<file path="src/hdl/kne_pkg.sv">
package kne_pkg;

  // decode escape phase
  typedef enum logic [1:0] {
    PH_NORMAL = 2'd0,
    PH_ESC    = 2'd1,
    PH_OCT1   = 2'd2,
    PH_OCT2   = 2'd3
  } phase_t;

  // mode register values
  localparam logic MODE_ENCODE = 1'b0;
  localparam logic MODE_DECODE = 1'b1;

  localparam logic [7:0] CH_UNDERSCORE = 8'h5F;
  localparam logic [7:0] CH_DOT        = 8'h2E;
  localparam logic [7:0] CH_ZERO       = 8'h30;
  localparam logic [7:0] CASE_BIT      = 8'h20;

  // one queued command: up to four words to emit
  typedef struct packed {
    logic [7:0] b0;
    logic [7:0] b1;
    logic [7:0] b2;
    logic [7:0] b3;
    logic [1:0] cnt_m1;   // number of words minus one
    logic       is_end;   // end-of-string word, no character
    logic       bad;      // status carried on the end word
  } cmd_t;

  function automatic logic is_digit(input logic [7:0] c);
    return (c >= 8'h30) && (c <= 8'h39);
  endfunction

  function automatic logic is_upper(input logic [7:0] c);
    return (c >= 8'h41) && (c <= 8'h5A);
  endfunction

  function automatic logic is_lower(input logic [7:0] c);
    return (c >= 8'h61) && (c <= 8'h7A);
  endfunction

  function automatic logic is_oct(input logic [7:0] c);
    return (c >= 8'h30) && (c <= 8'h37);
  endfunction

  // ASCII digit for a 3-bit octal value
  function automatic logic [7:0] oct_char(input logic [2:0] d);
    return {5'b00110, d};
  endfunction

endpackage

</file>
<file path="src/hdl/key_name_escape_codec.sv">
// Key name escape codec. Encode mode (cfg_data 0) maps each key character to
// one to four words: digits pass, lower case goes upper, '.' becomes "__",
// upper case becomes '_' plus the letter, anything else '_' plus three octal
// digits. Decode mode (cfg_data 1) reverses this and flags malformed or
// needless escapes, cut-short escapes and empty names on the end word. An
// input word with in_end_marker set closes the string and yields exactly one
// result with out_last high. The front end takes one input word per cycle
// while the command queue has room; the back end sends one result per cycle while
// out_ready is high and commands wait. A digit or lower-case letter makes one
// result, a dot or upper-case letter two, an octal escape four, and a decode-mode
// input word none or one. Write the mode only while the block is idle.
module key_name_escape_codec #(
  parameter int QUEUE_DEPTH = 4
) (
  input  logic       clk,
  input  logic       rst_n,
  input  logic       cfg_valid,
  output logic       cfg_ready,
  input  logic       cfg_data,
  input  logic       in_valid,
  output logic       in_ready,
  input  logic [7:0] in_byte,
  input  logic       in_end_marker,
  output logic       out_valid,
  input  logic       out_ready,
  output logic [7:0] out_byte,
  output logic       out_byte_valid,
  output logic       out_last,
  output logic       out_bad_input
);
  import kne_pkg::*;

  logic q_full, q_push, q_pop, q_valid;
  cmd_t q_cmd, q_head;

  kne_front u_front (
    .clk           (clk),
    .rst_n         (rst_n),
    .cfg_valid     (cfg_valid),
    .cfg_ready     (cfg_ready),
    .cfg_data      (cfg_data),
    .in_valid      (in_valid),
    .in_ready      (in_ready),
    .in_byte       (in_byte),
    .in_end_marker (in_end_marker),
    .q_full        (q_full),
    .q_push        (q_push),
    .q_cmd         (q_cmd)
  );

  kne_queue #(.DEPTH(QUEUE_DEPTH)) u_queue (
    .clk      (clk),
    .rst_n    (rst_n),
    .push     (q_push),
    .push_cmd (q_cmd),
    .full     (q_full),
    .pop      (q_pop),
    .valid    (q_valid),
    .head     (q_head)
  );

  kne_back u_back (
    .clk            (clk),
    .rst_n          (rst_n),
    .q_valid        (q_valid),
    .q_head         (q_head),
    .q_pop          (q_pop),
    .out_valid      (out_valid),
    .out_ready      (out_ready),
    .out_byte       (out_byte),
    .out_byte_valid (out_byte_valid),
    .out_last       (out_last),
    .out_bad_input  (out_bad_input)
  );

endmodule

</file>
<file path="src/hdl/kne_front.sv">
module kne_front (
  input  logic          clk,
  input  logic          rst_n,
  input  logic          cfg_valid,
  output logic          cfg_ready,
  input  logic          cfg_data,
  input  logic          in_valid,
  output logic          in_ready,
  input  logic [7:0]    in_byte,
  input  logic          in_end_marker,
  input  logic          q_full,
  output logic          q_push,
  output kne_pkg::cmd_t q_cmd
);
  import kne_pkg::*;

  logic       mode_r;
  phase_t     phase_r, phase_nxt;
  logic [5:0] acc_r, acc_nxt;
  logic       err_r, err_nxt;
  logic       seen_r, seen_nxt;
  logic       accept;
  logic       produce;
  logic [8:0] oct_val;
  logic       oct_ok;

  assign cfg_ready = 1'b1;
  assign in_ready  = !q_full;
  assign accept    = in_valid && in_ready;

  // value of a completed three-digit escape and whether it was needed
  assign oct_val = {acc_r, in_byte[2:0]};
  assign oct_ok  = is_oct(in_byte) && (oct_val != 9'd0) && !oct_val[8] &&
                   !is_digit(oct_val[7:0]) && !is_upper(oct_val[7:0]) &&
                   !is_lower(oct_val[7:0]) && (oct_val[7:0] != CH_DOT);

  // next decode phase
  always_comb begin
    phase_nxt = phase_r;
    if (in_end_marker) begin
      phase_nxt = PH_NORMAL;
    end else if (mode_r == MODE_DECODE && !err_r) begin
      case (phase_r)
        PH_NORMAL: begin
          if (in_byte == CH_UNDERSCORE) phase_nxt = PH_ESC;
        end
        PH_ESC: begin
          if (in_byte == CH_UNDERSCORE || is_upper(in_byte)) phase_nxt = PH_NORMAL;
          else if (is_oct(in_byte)) phase_nxt = PH_OCT1;
        end
        PH_OCT1: begin
          if (is_oct(in_byte)) phase_nxt = PH_OCT2;
        end
        PH_OCT2: begin
          if (oct_ok) phase_nxt = PH_NORMAL;
        end
        default: phase_nxt = PH_NORMAL;
      endcase
    end
  end

  // command words and remaining state
  always_comb begin
    acc_nxt  = acc_r;
    err_nxt  = err_r;
    seen_nxt = 1'b1;
    produce  = 1'b0;
    q_cmd    = '0;
    if (in_end_marker) begin
      produce      = 1'b1;
      q_cmd.is_end = 1'b1;
      q_cmd.bad    = (mode_r == MODE_DECODE) &&
                     (err_r || phase_r != PH_NORMAL || !seen_r);
      acc_nxt      = '0;
      err_nxt      = 1'b0;
      seen_nxt     = 1'b0;
    end else if (mode_r == MODE_ENCODE) begin
      produce = 1'b1;
      if (is_digit(in_byte)) begin
        q_cmd.b0 = in_byte;
      end else if (is_lower(in_byte)) begin
        q_cmd.b0 = in_byte & ~CASE_BIT;
      end else if (in_byte == CH_DOT) begin
        q_cmd.b0     = CH_UNDERSCORE;
        q_cmd.b1     = CH_UNDERSCORE;
        q_cmd.cnt_m1 = 2'd1;
      end else if (is_upper(in_byte)) begin
        q_cmd.b0     = CH_UNDERSCORE;
        q_cmd.b1     = in_byte;
        q_cmd.cnt_m1 = 2'd1;
      end else begin
        q_cmd.b0     = CH_UNDERSCORE;
        q_cmd.b1     = oct_char({1'b0, in_byte[7:6]});
        q_cmd.b2     = oct_char(in_byte[5:3]);
        q_cmd.b3     = oct_char(in_byte[2:0]);
        q_cmd.cnt_m1 = 2'd3;
      end
    end else if (!err_r) begin
      case (phase_r)
        PH_NORMAL: begin
          if (is_digit(in_byte)) begin
            produce  = 1'b1;
            q_cmd.b0 = in_byte;
          end else if (is_upper(in_byte)) begin
            produce  = 1'b1;
            q_cmd.b0 = in_byte | CASE_BIT;
          end else if (in_byte != CH_UNDERSCORE) begin
            err_nxt = 1'b1;
          end
        end
        PH_ESC: begin
          if (in_byte == CH_UNDERSCORE) begin
            produce  = 1'b1;
            q_cmd.b0 = CH_DOT;
          end else if (is_upper(in_byte)) begin
            produce  = 1'b1;
            q_cmd.b0 = in_byte;
          end else if (is_oct(in_byte)) begin
            acc_nxt = {3'd0, in_byte[2:0]};
          end else begin
            err_nxt = 1'b1;
          end
        end
        PH_OCT1: begin
          if (is_oct(in_byte)) acc_nxt = {acc_r[2:0], in_byte[2:0]};
          else err_nxt = 1'b1;
        end
        PH_OCT2: begin
          if (oct_ok) begin
            produce  = 1'b1;
            q_cmd.b0 = oct_val[7:0];
            acc_nxt  = '0;
          end else begin
            err_nxt = 1'b1;
          end
        end
        default: err_nxt = 1'b1;
      endcase
    end
  end

  assign q_push = accept && produce;

  always_ff @(posedge clk) begin
    if (!rst_n) begin
      mode_r  <= MODE_ENCODE;
      phase_r <= PH_NORMAL;
      acc_r   <= '0;
      err_r   <= 1'b0;
      seen_r  <= 1'b0;
    end else begin
      if (cfg_valid && cfg_ready) mode_r <= cfg_data;
      if (accept) begin
        phase_r <= phase_nxt;
        acc_r   <= acc_nxt;
        err_r   <= err_nxt;
        seen_r  <= seen_nxt;
      end
    end
  end

endmodule

</file>
<file path="src/hdl/kne_queue.sv">
module kne_queue #(
  parameter int DEPTH = 4
) (
  input  logic          clk,
  input  logic          rst_n,
  input  logic          push,
  input  kne_pkg::cmd_t push_cmd,
  output logic          full,
  input  logic          pop,
  output logic          valid,
  output kne_pkg::cmd_t head
);
  import kne_pkg::*;

  localparam int PW = (DEPTH > 1) ? $clog2(DEPTH) : 1;
  localparam int CW = $clog2(DEPTH + 1);
  localparam logic [PW-1:0] LAST_PTR = PW'(DEPTH - 1);
  localparam logic [CW-1:0] DEPTH_C  = CW'(DEPTH);

  cmd_t          slots_r [DEPTH];
  logic [PW-1:0] wr_r, rd_r;
  logic [CW-1:0] cnt_r, cnt_nxt;
  logic          do_push, do_pop;

  assign full    = (cnt_r == DEPTH_C);
  assign valid   = (cnt_r != '0);
  assign head    = slots_r[rd_r];
  assign do_push = push && !full;
  assign do_pop  = pop && valid;

  // occupancy
  always_comb begin
    cnt_nxt = cnt_r;
    if (do_push && !do_pop) cnt_nxt = cnt_r + 1'b1;
    else if (do_pop && !do_push) cnt_nxt = cnt_r - 1'b1;
  end

  always_ff @(posedge clk) begin
    if (!rst_n) begin
      wr_r  <= '0;
      rd_r  <= '0;
      cnt_r <= '0;
    end else begin
      cnt_r <= cnt_nxt;
      if (do_push) wr_r <= (wr_r == LAST_PTR) ? '0 : wr_r + 1'b1;
      if (do_pop)  rd_r <= (rd_r == LAST_PTR) ? '0 : rd_r + 1'b1;
    end
  end

  // storage
  always_ff @(posedge clk) begin
    if (do_push) slots_r[wr_r] <= push_cmd;
  end

endmodule

</file>
<file path="src/hdl/kne_back.sv">
module kne_back (
  input  logic          clk,
  input  logic          rst_n,
  input  logic          q_valid,
  input  kne_pkg::cmd_t q_head,
  output logic          q_pop,
  output logic          out_valid,
  input  logic          out_ready,
  output logic [7:0]    out_byte,
  output logic          out_byte_valid,
  output logic          out_last,
  output logic          out_bad_input
);
  import kne_pkg::*;

  cmd_t       hold_r;
  logic       hold_v_r;
  logic [1:0] idx_r;
  logic       out_v_r;
  logic [7:0] byte_r;
  logic       bv_r, last_r, bad_r;
  logic       adv;
  logic       fin;
  logic [7:0] sel_byte;

  assign adv   = !out_v_r || out_ready;
  assign fin   = hold_v_r && adv && (idx_r == hold_r.cnt_m1);
  assign q_pop = q_valid && (!hold_v_r || fin);

  // word picked from the held command
  always_comb begin
    case (idx_r)
      2'd0:    sel_byte = hold_r.b0;
      2'd1:    sel_byte = hold_r.b1;
      2'd2:    sel_byte = hold_r.b2;
      2'd3:    sel_byte = hold_r.b3;
      default: sel_byte = hold_r.b0;
    endcase
  end

  // held command and word index
  always_ff @(posedge clk) begin
    if (!rst_n) begin
      hold_v_r <= 1'b0;
      idx_r    <= '0;
    end else if (q_pop) begin
      hold_v_r <= 1'b1;
      idx_r    <= '0;
    end else if (fin) begin
      hold_v_r <= 1'b0;
    end else if (hold_v_r && adv) begin
      idx_r <= idx_r + 1'b1;
    end
  end

  always_ff @(posedge clk) begin
    if (q_pop) hold_r <= q_head;
  end

  // output register
  always_ff @(posedge clk) begin
    if (!rst_n) begin
      out_v_r <= 1'b0;
    end else if (adv) begin
      out_v_r <= hold_v_r;
    end
  end

  always_ff @(posedge clk) begin
    if (adv && hold_v_r) begin
      byte_r <= hold_r.is_end ? 8'd0 : sel_byte;
      bv_r   <= !hold_r.is_end;
      last_r <= hold_r.is_end;
      bad_r  <= hold_r.is_end && hold_r.bad;
    end
  end

  assign out_valid      = out_v_r;
  assign out_byte       = byte_r;
  assign out_byte_valid = bv_r;
  assign out_last       = last_r;
  assign out_bad_input  = bad_r;

endmodule

</file>
<file path="config.mk">
export PLATFORM = sky130hd
export DESIGN_NAME = key_name_escape_codec
export DESIGN_NICKNAME = d
export VERILOG_FILES = /design/src/hdl/kne_pkg.sv /design/src/hdl/key_name_escape_codec.sv /design/src/hdl/kne_front.sv /design/src/hdl/kne_queue.sv /design/src/hdl/kne_back.sv
export SDC_FILE = /design/constraint.sdc
export NUM_CORES = 1
export LEC_CHECK = 0
export BUFFER_PORTS_ARGS = -buffer_cell sky130_fd_sc_hd__buf_2
export CORE_MARGIN = 8
export CORE_UTILIZATION = 37
export CTS_CLUSTER_SIZE = 30
export DETAILED_ROUTE_END_ITERATION = 7
export HOLD_SLACK_MARGIN = 0.03
export MAX_ROUTING_LAYER = met4
export PLACE_DENSITY = 0.58
export SYNTH_ARGS = -nofsm -noshare
export SYNTH_HDL_FRONTEND = slang
export SYNTH_SLANG_ARGS = --single-unit
</file>
<file path="constraint.sdc">
create_clock -name clk -period 3.6 [get_ports clk]
set_input_delay 0.18 -clock clk [delete_from_list [all_inputs] [get_ports clk]]
set_output_delay 0.18 -clock clk [all_outputs]
set_load 0.01 [all_outputs]
</file>
==> results.txt, run 1 <==
FF-to-FF path depth: 10
CTS tree: done
Clock latency on the worst-skew pair: 430 ps
Largest net degree at the start of global routing: 29
CTS Root Cell: clkbuf_16
Final setup TNS: 0 ps
Drt total wl: 14,400 um
Overflow after GRT: 0
Net switching power of the design: 1.59 mW
Clk sinks: 163
Worst-path clk slew: 70 ps
Slew Limit Headroom: 55.3%
Worst-case clock buffer depth: 2
Placed cell count: 733
Std cell rows: 50
DRC errors left: 0
Clk pwr share: 31.4%
Cell Chain, Critical Path: or4_1 > o22ai_1 > o2111a_2 > o211a_1 > ha_1 > inv_1 > fa_1 > xor2_1 > or3_1 > a21boi_0
Endpoints failing setup: 0
Buf+Inv Stages, Crit Path: 1
Vias in the first global route: 4,195
Placement Setup Slack: 480 ps
Total power: 5.80 mW
Number of synthesized flops with an enable pin: 141
Placer Congestion: 0.889
Yosys cell types: 68
First-pass GRT wire length: 22,900 um
Fin util: 43.3%
FF+latch count, synth: 163
Cts bufs inserted: 17
Final antenna-violating net count: 0
Crit-path slowest cell: or4_1
Antenna Cells: 0
Worst hold slack: 102 ps
Unrepaired setup endpoints after global routing: no
Least-Margin Pin Slew: 670 ps
Nets@finish: 546
Final worst-path cycle share: 87.2%
Cell Area, Synth: 0.00710 mm2
I/O Buffers: 27
CP Depth: 10
Hold depth: 3
CP peak stage delay: 530 ps
Initial core utilization: 37.8%
Worst Setup End Kind: flop
Vias/cell: 5.44
Maximum vdd drop: 0.000345 V
Slew Viols, Final: 0
Critical path type: flop to flop
Static Leak: 2.76 nW
Number of fill cells in the layout: 1,709
Worst setup margin: 460 ps
Final Hold Fails: 0
H-tree levels: 4
Max Cap Viol: 0
Die W: 155 um
Layout area overhead: 14.5%
Sw frac: 27.4%
Core ar.: 0.0188 mm2
Pwr dens: 713 mW/mm2
Max Clock Freq: 319 MHz
Initial antenna violation count: 0
Main synth FF type: edfxtp_1
DR WL/cell: 18.7 um
Run status: finished clean
Drt initial violations: 253
Synth warnings: 0
Cell family with most CP delay: compound AO/OA/AOI/OAI gates
Post-CTS Resized: 0
Post-Syn Area per Cell: 14.8 um2
CP Max Fanout: 8
Combinational Power Share: 20.9%
Multi-input logic area: 0.00229 mm2
Worst setup SP type: flop
Vias: 4,175
# IOs: 29
FF+latch area: 0.00468 mm2
DP Wirelength: 9770 um
Register area share after synthesis: 65.8%
Post-Layout Cell Count: 767
Minimum clock period: 3140 ps
Hold Path Class: primary input to flop
Share of cells above drive strength 1: 19.9%
P_int: 4.21 mW
Global Route Usage Sum: 12.9%
Die area: 0.0239 mm2
Seq pwr share: 47.6%
Async set-reset flop share out of synthesis: 0%
Placed instance area: 0.00752 mm2
WP data arrival: 3490 ps
WP data required: 3950 ps
Final setup skew: 14.3 ps
Pre-Repair DR Iteration Count: 5
Die H: 155 um
Non-Filler Cell Area, Final: 0.00813 mm2
Post-synthesis cell count: 481
## worst min-delay path, delay by kind of cell
family | cells | cell delay [ps]
simple gates | 1 | 60
compound gates | 1 | 160
buf+inv | 1 | 80
## cells by family (layout without fill, tap and decap cells)
logic type      Yosys count  after routing  share of synthesized area (%)
compound gates           90             90                           8.91
xor+xnor                  5              5                          0.617
fa+ha+maj                11             11                           2.04
buf+inv                  36             85                           2.13
flops                   163            163                           65.8
mux                      35             35                           9.51
other cells               2              5                          0.106
simple gates            139            139                           10.9
## synth_stat cells (7+ instances only)
cell type	number	share of area, %
edfxtp_1	141	60
nand2_1	31	1.6
a21oi_1	26	1.8
mux4_2	26	8.2
nor2_1	26	1.4
dfxtp_1	22	6.2
and2_1	16	1.4
clkbuf_1	13	0.69
inv_1	12	0.63
ha_1	10	1.8
nor2b_1	10	0.88
mux2i_1	9	1.3
nand3_1	8	0.56
o21ai_0	8	0.56
and3_1	7	0.62
buf_2	7	0.49
nor3_1	7	0.49
o21ai_1	7	0.49
## power by group through the flow
stage / registers, mW / clock network, mW / logic [mW]
4_1_cts: 2.77 / 1.85 / 1.23
3_3_place_gp: 2.80 / 0 / 1.21
3_5_place_dp: 2.81 / 0 / 1.23
5_1_grt: 2.81 / 1.94 / 1.34
6_report: 2.76 / 1.82 / 1.21
2_1_floorplan: 2.72 / 0 / 0.892
## area by class of cell
class	count	share of cell area (%)
repair buffers	40	2.92
multi-input cells	285	28.1
clock inverters	13	1.94
flip-flops and latches	163	57.5
inverters	13	0.600
clock buffers	19	5.32
well taps	234	3.60
## metal layers
metal	share of wire, %	wire, um	track usage [%]	up-vias
met3	4.4	629	3.73	20
met1	47	6770	16.2	2090
li1	-	-	-	1952
met5	0	0	-	-
met2	47	6770	19.7	113
met4	1.4	195	4.29	0
## flip-flops by register name, indices dropped and copies added (netlist names)
register               flops
u_back.idx_r               2
u_front.mode_r             1
u_back.hold_r             26
u_back.hold_v_r            1
u_queue.slots_r          104
u_front.seen_r             1
u_front.err_r              1
u_queue.wr_r               2
u_back.out_byte            8
u_back.out_byte_valid      1
u_back.out_valid           1
u_back.out_last            1
u_queue.cnt_r              3
u_queue.rd_r               2
u_front.acc_r              6
u_back.out_bad_input       1
u_front.phase_r            2
## repair_timing
| action | CTS | global route |
|---|---|---|
| setup buffers | 0 | 0 |
| endpoints found under the hold margin | 1 | 0 |
| endpoints found under the setup margin | 0 | 0 |
| hold buffers | 2 | 0 |
## placed cells by master (no fill, tap or decap), types with 10 or more instances in the layout
cell	instances
buf_2	27
nand2_1	31
mux4_2	26
nor2b_1	10
and2_1	16
ha_1	10
buf_4	11
edfxtp_1	141
a21oi_1	26
nor2_1	26
inv_1	12
clkbuf_16	17
dfxtp_1	21
## path summary, 6_finish.rpt
check,start,endpoint,slack (ps)
worst max-delay path,u_front.acc_r[1],u_queue.cnt_r[2],460
worst min-delay path,out_ready,u_back.out_valid,100
worst max register to register,u_front.acc_r[1],u_queue.cnt_r[2],460
worst min register to register,u_front.seen_r,u_front.seen_r,480
Power figures use the tool's default switching activity.
==> run 2, diff against run 1 <==
--- a/config.mk
+++ b/config.mk
@@ -5,11 +5,13 @@
 export SDC_FILE = /design/constraint.sdc
 export NUM_CORES = 1
 export LEC_CHECK = 0
+export ABC_AREA = 1
 export BUFFER_PORTS_ARGS = -buffer_cell sky130_fd_sc_hd__buf_2
 export CORE_MARGIN = 8
 export CORE_UTILIZATION = 37
 export CTS_CLUSTER_SIZE = 30
 export DETAILED_ROUTE_END_ITERATION = 7
+export GPL_TIMING_DRIVEN = 0
 export HOLD_SLACK_MARGIN = 0.03
 export MAX_ROUTING_LAYER = met4
 export PLACE_DENSITY = 0.58
==> results.txt, run 2 <==
Run status: finished clean
# IOs: 29
DP Wirelength: 11,800 um
Synth top area cells: edfxtp_1 60%, nor2_1 6.3%, dfxtp_1 6.2%
CP Max Fanout: 9
Least-Margin Pin Slew: 966 ps
Share of cells above drive strength 1: 11.3%
Worst Setup End Kind: flop
CTS Root Cell: clkbuf_16
Register area share after synthesis: 65.8%
Main synth FF type: edfxtp_1
Std cell rows: 50
Worst-path clk slew: 60 ps
Number of synthesized flops with an enable pin: 141
Unrepaired setup endpoints after global routing: no
DR WL/cell: 17.3 um
DRC errors left: 0
H-tree levels: 4
Async set-reset flop share out of synthesis: 0%
Clock latency on the worst-skew pair: 420 ps
Clk pwr share: 27.6%
Hold depth: 3
Vias in the first global route: 5,039
Sw frac: 33.3%
Drt initial violations: 450
Worst-case clock buffer depth: 2
Most frequent cells after synthesis: 141 x edfxtp_1, 119 x nor2_1, 93 x nand2_1, 82 x o21ai_0, 62 x inv_1
FF+latch count, synth: 163
Clk sinks: 163
Die H: 155 um
Maximum vdd drop: 0.000337 V
Drt total wl: 16,800 um
Initial core utilization: 37.8%
Flip-flop count of the largest register after layout: 104
Pwr dens: 734 mW/mm2
Post-synthesis cell count: 675
Most frequent cells in the layout: 141 x edfxtp_1, 115 x nor2_1, 93 x nand2_1
Worst setup margin: 644 ps
Critical path type: flop to flop
Post-synth top area share: 59.6%
Minimum clock period: 2960 ps
Yosys cell types: 39
Initial antenna violation count: 0
CTS tree: done
Post-Syn Area per Cell: 10.5 um2
Worst setup SP type: flop
Seq pwr share: 46.3%
Global Route Usage Sum: 14.7%
Slew Limit Headroom: 35.3%
Max Clock Freq: 338 MHz
Final setup TNS: 0 ps
I/O Buffers: 25
Net switching power of the design: 1.99 mW
Core ar.: 0.0188 mm2
Slew Viols, Final: 0
Max Cap Viol: 0
Final setup skew: 9.35 ps
Layout area overhead: 14.5%
WP data arrival: 3260 ps
WP data required: 3910 ps
Final Hold Fails: 0
Yosys top cell by area: edfxtp_1
P_int: 3.98 mW
Largest net degree at the start of global routing: 27
Synth warnings: 0
Die W: 155 um
Die area: 0.0239 mm2
Cell Area, Synth: 0.00710 mm2
Cts bufs inserted: 17
Most frequent cell after synthesis: edfxtp_1
First-pass GRT wire length: 26,400 um
Antenna Cells: 0
Overflow after GRT: 0
Vias: 5,006
Final antenna-violating net count: 0
Pre-Repair DR Iteration Count: 5
Placer Congestion: 0.856
Placement Setup Slack: 623 ps
Endpoints failing setup: 0
Non-Filler Cell Area, Final: 0.00813 mm2
Nets@finish: 751
FF-to-FF path depth: 19
Worst hold slack: 55.2 ps
Placed instance area: 0.00756 mm2
Leading cell type in the layout, fill and taps excluded: edfxtp_1
Combinational Power Share: 26.1%
Final worst-path cycle share: 82.1%
Largest Register: u_queue.slots_r
Hold Path Class: primary input to flop
Static Leak: 3.08 nW
Vias/cell: 5.16
## run 2: cell count changes after synthesis, sizes merged, moves of 5 or more
cell	previous run	this run
and2	16	0
and3	8	1
buf	10	4
clkbuf	13	18
inv	13	65
mux2i	9	0
mux4	26	0
nand2	32	101
nand3	8	14
nor2	26	122
nor2b	10	0
nor4	6	1
o21ai	15	83
o22ai	1	26
## run 2: path summary, 6_finish.rpt
kind | startpoint | endpoint | slack, ps
min reg2reg | u_back.hold_v_r | u_back.out_valid | 470
min | rst_n | u_front.acc_r[2] | 60
max | u_front.acc_r[0] | u_queue.cnt_r[2] | 640
max reg2reg | u_front.acc_r[0] | u_queue.cnt_r[2] | 640
## run 2: power groups by stage
stage	clock [mW]	combinational [mW]	sequential [mW]
2_1_floorplan	0	0.983	2.77
3_3_place_gp	0	1.50	2.81
3_5_place_dp	0	1.56	2.81
4_1_cts	1.67	1.57	2.77
5_1_grt	1.74	1.75	2.81
6_report	1.65	1.56	2.77
## run 2: area by class of cell
| type | count | area (um2) |
|---|---|---|
| Sequential cell | 163 | 4670 |
| Tap cell | 234 | 293 |
| Clock buffer | 18 | 429 |
| Fill cell | 1769 | 10600 |
| Multi-Input combinational cell | 426 | 2110 |
| Inverter | 67 | 251 |
| Timing Repair Buffer | 28 | 155 |
| Buffer | 22 | 110 |
| Clock inverter | 13 | 113 |
## run 2: cell families after synthesis
group,share of synthesized area (%)
AOI/OAI and AO/OA,11.9
DFF,65.8
other,0.106
buffers and inverters,5.09
adders and majority gates,2.04
xor gates and xnor gates,0.247
and+or+nand+nor,14.8
## run 2: critical path: stages (launching register included)
cell	delay [ps]
dfxtp_1	480
nand2_1	110
nand2_1	100
inv_1	50
nand2_1	60
nand2_1	60
nor2_2	140
nand4_1	190
nand2_1	120
nand2_1	50
nand2_1	60
nand2_2	180
inv_1	120
ha_1	140
inv_1	70
fa_1	440
a21oi_1	150
o21ai_0	110
o21ai_0	160
a21oi_1	60
## run 2: repair_timing
action,in CTS,in global routing
endpoints found under the setup margin,0,0
hold buffers,3,0
hold endpoints to repair,2,0
setup buffers,0,0
resized for setup,0,0
## run 2: metal layers
layer	GRT usage (%)	up-vias	part of all wire (%)
met4	5.79	0	2.1
met1	16.7	2431	44
met2	25.3	125	50
met3	3.06	26	4.7
li1	-	2424	-
met5	-	-	0
## run 2: per-stage QoR
step | total power, mW | cells | utilization (%)
floorplan | 3.76 | 678 | -
global placement | 4.30 | 937 | 40.1
detailed placement | 4.37 | 937 | 40.3
CTS | 6.01 | 971 | 43.3
global route | 6.30 | 971 | 43.3
finish | 5.97 | 971 | 43.3
==> run 3, diff against run 2 <==
==> constraint.sdc (replaced) <==
create_clock -name clk -period 2.9 [get_ports clk]
set_input_delay 0.145 -clock clk [delete_from_list [all_inputs] [get_ports clk]]
set_output_delay 0.145 -clock clk [all_outputs]
set_load 0.01 [all_outputs]
==> results.txt, run 3 (synthesis results as in run 2) <==
Worst-path clk slew: 60 ps
# IOs: 29
Worst setup margin: 205 ps
CTS Root Cell: clkbuf_16
Final Hold Fails: 0
Initial core utilization: 37.8%
Largest net degree at the start of global routing: 27
Vias/cell: 5.14
Hold depth: 1
First-pass GRT wire length: 26,400 um
Endpoints failing setup: 0
Placer Congestion: 0.856
Cell family with most CP delay: simple AND/OR/NAND/NOR gates
Pwr dens: 908 mW/mm2
Nets@finish: 756
FF-to-FF path depth: 19
Unrepaired setup endpoints after global routing: no
Flip-flop count of the largest register after layout: 104
Most frequent cell on the critical path: nand2_1
Cts bufs inserted: 17
DP Wirelength: 11,800 um
Final worst-path cycle share: 92.9%
I/O Buffers: 25
Max Clock Freq: 371 MHz
H-tree levels: 4
Clock latency on the worst-skew pair: 420 ps
Overflow after GRT: 0
FF+latch area: 0.00468 mm2
WP data arrival: 3000 ps
GR Layer Usage met2: 25.3%
Initial antenna violation count: 0
Vias in the first global route: 5,043
Met3 Use GR: 3.06%
Placement Setup Slack: -41.7 ps
Hold Path Class: primary input to flop
Die area: 0.0239 mm2
Clk sinks: 163
Layout area overhead: 15.3%
Core ar.: 0.0188 mm2
CTS tree: done
Pre-Repair DR Iteration Count: 5
CP peak stage delay: 440 ps
Number of fill cells in the layout: 1,763
Final setup skew: 7.09 ps
Die H: 155 um
Buf+Inv Stages, Crit Path: 3
WP data required: 3210 ps
Final antenna-violating net count: 0
Maximum vdd drop: 0.000418 V
Most frequent cells in the layout: 141 x edfxtp_1, 113 x nor2_1, 93 x nand2_1
Static Leak: 3.10 nW
Critical path type: flop to flop
Largest Register: u_queue.slots_r
Run status: finished clean
GR Layer Usage met1: 16.7%
Worst-case clock buffer depth: 2
Drt total wl: 16,800 um
Slew Viols, Final: 0
Worst setup SP type: flop
CP Depth: 19
Least-Margin Pin Slew: 966 ps
Share of cells above drive strength 1: 12.5%
Cell Chain, Critical Path: nand2_1 > inv_1 > nand2_1 > nand2_1 > nand2_1 > nand2_1 > nand4_1 > nand2_1 > nand2_1 > nand2_1 > nand2_4 > inv_1 > ha_1 > inv_1 > fa_1 > a21oi_1 > o21ai_0 > o21ai_1 > a21oi_1
Worst Setup End Kind: flop
CP Max Fanout: 6
Vias: 5,013
Slew Limit Headroom: 35.4%
Top Usage Layer GRT: met2
Crit-path slowest cell: fa_1
Antenna Cells: 0
DRC errors left: 0
Multi-input logic area: 0.00212 mm2
Max Cap Viol: 0
Global Route Usage Sum: 14.7%
Die W: 155 um
Minimum clock period: 2690 ps
Leading cell type in the layout, fill and taps excluded: edfxtp_1
Total power: 7.43 mW
Std cell rows: 50
DR WL/cell: 17.2 um
Drt initial violations: 394
-- run 3: cell types whose count changed in the layout (fill, tap and decap cells not counted), sizes merged --
cell	delta
dlygate4sd3	+1
buf	+4
-- run 3: metrics by stage --
step	setup TNS (ps)	hold WS, ps	utilization (%)	area (um2)	instances
6_report	0	103	43.6	8190	976
5_1_grt	0	87.6	43.6	8190	976
4_1_cts	0	83.2	43.4	8150	972
3_5_place_dp	-41.7	383	40.3	7560	937
3_3_place_gp	-107870	380	40.1	7530	937
2_1_floorplan	0	244	-	7110	678
-- run 3: power breakdown --
group	total [mW]	internal, mW	leakage, nW	switching [mW]
combinational	1.96	0.562	1.32	1.40
clock	2.04	1.17	0.253	0.869
sequential	3.44	3.23	1.53	0.204
-- run 3: area by class of cell --
class	count	area share [%]
sequential	163	57.2
multi-input combinational	426	25.8
clock buffer	18	5.24
tap	234	3.58
inverter	67	3.07
timing repair buffer	33	2.38
clock inverter	13	1.38
buffer	22	1.34
-- run 3: worst paths after layout --
kind	start	end	slack, ps
max	u_front.acc_r[2]	u_queue.cnt_r[2]	210
min	in_end_marker	u_queue.slots_r[1][1]	100
max reg2reg	u_front.acc_r[2]	u_queue.cnt_r[2]	210
min reg2reg	u_back.hold_v_r	u_back.out_valid	470
-- run 3: worst register-to-register path, cell delays in order, from the launching register on --
cell and delay, ps:
dfxtp_1 390, nand2_1 140, inv_1 70, nand2_1 50, nand2_1 50, nand2_1 50
nand2_1 110, nand4_1 200, nand2_1 120, nand2_1 50, nand2_1 90, nand2_4 80
inv_1 70, ha_1 130, inv_1 70, fa_1 440, a21oi_1 150, o21ai_0 110
o21ai_1 140, a21oi_1 60
-- run 3: repair_timing --
action                                 CTS  global route
resized for setup                        2             7
buffers inserted                         0             4
gates cloned                             0             0
pin swaps                                1             2
setup endpoints to repair                1             1
endpoints found under the hold margin    4             0
hold buffers                             4             0
-- run 3: metal layers --
layer | up-vias | wire [um]
li1 | 2433 | -
met5 | - | 0
met3 | 26 | 739
met4 | 0 | 335
met1 | 2434 | 7410
met2 | 120 | 8350
